==> src/hdl/rbca_ram.sv <==
// ----------------------------------------------------------------------------
// rbca_ram: generic simple dual-port RAM
// One write port, one read port with registered read data.
// ----------------------------------------------------------------------------
module rbca_ram #(
	parameter int WIDTH = 8,
	parameter int DEPTH = 16
) (
	input  logic                     clk,
	input  logic                     we,
	input  logic [$clog2(DEPTH)-1:0] waddr,
	input  logic [WIDTH-1:0]         wdata,
	input  logic [$clog2(DEPTH)-1:0] raddr,
	output logic [WIDTH-1:0]         rdata
);

	logic [WIDTH-1:0] mem_q [DEPTH];

	always_ff @(posedge clk) begin
		if (we) begin
			mem_q[waddr] <= wdata;
		end
		rdata <= mem_q[raddr];
	end

endmodule

==> config.mk <==
export PLATFORM = sky130hd
export DESIGN_NAME = rbca_ram
export DESIGN_NICKNAME = d
export VERILOG_FILES = /design/src/hdl/rbca_ram.sv
export SDC_FILE = /design/constraint.sdc
export NUM_CORES = 1
export LEC_CHECK = 0
export BUFFER_PORTS_ARGS = -buffer_cell sky130_fd_sc_hd__buf_4
export CAP_MARGIN = 0
export CORE_UTILIZATION = 64
export CTS_CLUSTER_DIAMETER = 120
export DETAILED_ROUTE_END_ITERATION = 12
export GPL_ROUTABILITY_DRIVEN = 0
export GPL_TIMING_DRIVEN = 1
export PLACE_DENSITY = 0.83
export SYNTH_ARGS = -nofsm -noshare
export SYNTH_HDL_FRONTEND = slang
export SYNTH_SLANG_ARGS = --single-unit
==> constraint.sdc <==
create_clock -name clk -period 4.1 [get_ports clk]
set_input_delay 0.82 -clock clk [delete_from_list [all_inputs] [get_ports clk]]
set_output_delay 0.82 -clock clk [all_outputs]
set_load 0.02 [all_outputs]
# == Word level (Yosys, flattened, before mapping) ==
# Memories as Yosys holds them, arrays and structs flattened. A register that Yosys moved wholly into a read port is not among the register bits.
# Index checks and enable logic that the tools add are counted.
# classes
mux,2
# op_table
operator,n
$mux W1,2
# totals
inputBits,18
mem_count,1
out_inout_bits,8
ramBits,128
register_bits,0
# memory_table
memory,words,word_bits,read_ports,rd_ports_with_merged_regs,wr,line,rtl
mem_q,16,8,1,1,1,17,logic [WIDTH-1:0] mem_q [DEPTH];

# == Depth between registers and ports, before layout ==
# logic_depth
word_depth,2
ltp_mapped,5
ltp_nobuf,3

# == Worst setup path before layout ==
# No wires, ideal clock.
# synth_path
path_type,input -> register
from,in waddr[2]
to,"mem mem_q[0][0], enable pin"
stages,2
slack_ns,1.787
setup_ns,0.383
arrival_ns,1.930
cell_sequence,or3b_2 -> nor3_1
# synth_lines
element,line,rtl
start: declaration,11,"input logic [$clog2(DEPTH)-1:0] waddr,"
end: declaration,17,
# Straight into the memory's write port.

==> impl_metrics.ini <==
[logic_synthesis]
synth_nets = 247
synthFlopType = edfxtp_1
synth_area_per_cell_sq_um = 22.48
netlist_top_cells_count = edfxtp_1, mux4_2, a22oi_1
synth_top_family_by_area = multiplexers
async_flop_share_pct = 0
synthAdderAreaFrac_pct = 0
synth_xor_area_share_pct = 0
yosys-mux-area-fraction_pct = 15.02
synthTopCellsByArea = edfxtp_1, mux4_2, mux4_1, dfxtp_1, a22oi_1
synth_top_area_share_pct = 74.67
synth_compound_area_share_pct = 2.333
ys_seq_elements = 136
yosysTopAreaCell = edfxtp_1
ys_seq_area_share_pct = 77.78
netlist-cell-type-count = 19
yosys.area_share.simple_pct = 3.184
yosysMostFrequentCell = edfxtp_1
yosysWarnings = 0
synth_cells = 229
synth-edff-count = 128
netlist_area_sq_mm = 0.005147

[worst_setup_path]
crit_type = in -> reg
required_ns = 4.49
worstPathMaxFanout = 32
crit_chain = buf_4, mux4_1, a22oi_1, nand2_1
critPathArrivalTime_ns = 2.39
critPathBufInv = 1
max_stage_delay_ns = 0.64
cp_top_family = multiplexers
startpoint_type = input pin
crit_slowest_cell = mux4_1
crit_path_end_kind = register

[place]
post-place-ws_ns = 1.525
dp.cells = 348
hpwlAfterDp_um = 5923
io_buffers = 25

[layout]
diodes = 0
area_growth_pct = 16.75
nets = 283
fin_cells = 380
drive_gt1_share_pct = 27.34

[global_route]
grt_max_degree = 33
grt-ovfl-total = 0
grt_usage_pct = 27.70
grt_first_pass_wirelength_um = 15430
grt_pass1_vias = 2580
grt_antenna_before_repair = 0

[cts]
cts-buffers-inserted = 17
ctsHoldBuffers = 0
clk_path_buf_depth = 2
postCtsSetupBuffers = 0
clk_latency_ns = 0.51
htreeDepth = 4
cts-resized-gates = 0
tritoncts = built
root_buffer = clkbuf_8
cts.sink_count = 136
clkTransAtPathRegs_ns = 0.06

[floorplanning]
die_x_um = 91.68
die_y_um = 91.68
rows = 32
dieArea_sq_mm = 0.008405
core-area_sq_mm = 0.007767
initial_utilization_pct = 66.27
ios = 26

[detailed_routing]
dr.pass1.iters = 5
viasPerCell = 6.742
drc = 0
routed_wl_um = 10570
drtIter0Drc = 341
num_vias = 2562
wl_per_cell_um = 27.82
ant_nets = 0

[sta]
finClkSkew_ns = 0.005787
fin_crit_sh_pct = 48.91
slew_headroom_pct = 18.01
worst_slew_pin_slew_ns = 1.220
rsz0062_at_grt = no
tns_ns = 0
clock.fmax_ghz = 0.4986
setup_violations = 0
worst_slack_ns = 2.095
hold_viol_final = 0
slew_viol_final = 0
min_period_ns = 2.005

[power]
leakagePower_uw = 0.002018
vdd_drop_max_uv = 415.7
p_per_area_mw_per_mm2 = 548.8

[flow_run]
cap_violations = 0

[min_path]
hp-class = in -> reg

[run_status]
status = completed
==> cell type report <==
cell class / instances / area (sq um)
clock buffer: 19 / 421.7
clock inverter: 13 / 196.4
fill: 402 / 1758
multi-input combinational: 83 / 1057
sequential: 136 / 4004
tap: 102 / 127.6
timing repair buffer: 27 / 202.7
==> final timing paths <==
kind,startpoint,depth (start not counted),end,slack [ns]
worst max-delay path,raddr[0],4,rdata[2],2.09
worst min register to register,mem_q[15][7],3,rdata[7],0.70
worst max register to register,mem_q[8][2],3,rdata[2],2.65
worst min-delay path,wdata[3],1,mem_q[14][3],0.64
==> metrics by stage <==
step                hold WS [ns]  total power (uW)  instance area, sq um  utilization (%)
floorplan                 0.6293              1680                  5147                -
global placement          0.6460              1743                  5391            69.41
detailed placement        0.6687              1751                  5391            69.41
CTS                       0.6211              3306                  6010            77.37
global route              0.6234              3369                  6010            77.37
finish                    0.6381              3298                  6010            77.37
==> per-layer routing <==
metal	routed length (um)	global-route usage [%]	up-vias
met5	0	0	-
met4	259	11.24	0
met3	1032	7.877	28
met2	5258	43.80	181
met1	4023	37.09	1306
li1	-	-	1047
==> flip-flops by register name, indices dropped and copies added, names as in the netlist <==
| signal | cells |
|---|---|
| mem_q | 128 |
| rdata | 8 |
==> kinds of logic after synthesis <==
logic type,Yosys count
AO/OA/AOI/OAI,16
multiplexers,32
buffers and inverters,10
flip-flops,136
AND/OR/NAND/NOR,35
==> where the power goes <==
part	switching (uW)	total, uW	internal [uW]
logic	94.8	160	65.6
clock network	575	1570	996
registers	12.0	1570	1550
==> placed cells by master, fill, tap and decap left out, types with 2 or more instances in the layout <==
master      Yosys  routed
clkbuf_1        0       2
nand3b_1        2       2
edfxtp_1      128     128
nor2_1         13      13
clkinvlp_4      0       2
bufinv_16       0       4
mux4_1         14      14
nand2_1         9       9
buf_4           1      27
nor3_1          4       4
inv_6           0       2
clkbuf_16       0      16
dfxtp_1         8       8
clkinv_4        0       5
nand2b_1        2       2
mux4_2         18      18
a22oi_1        16      16
(Power assumes the default switching activity.)
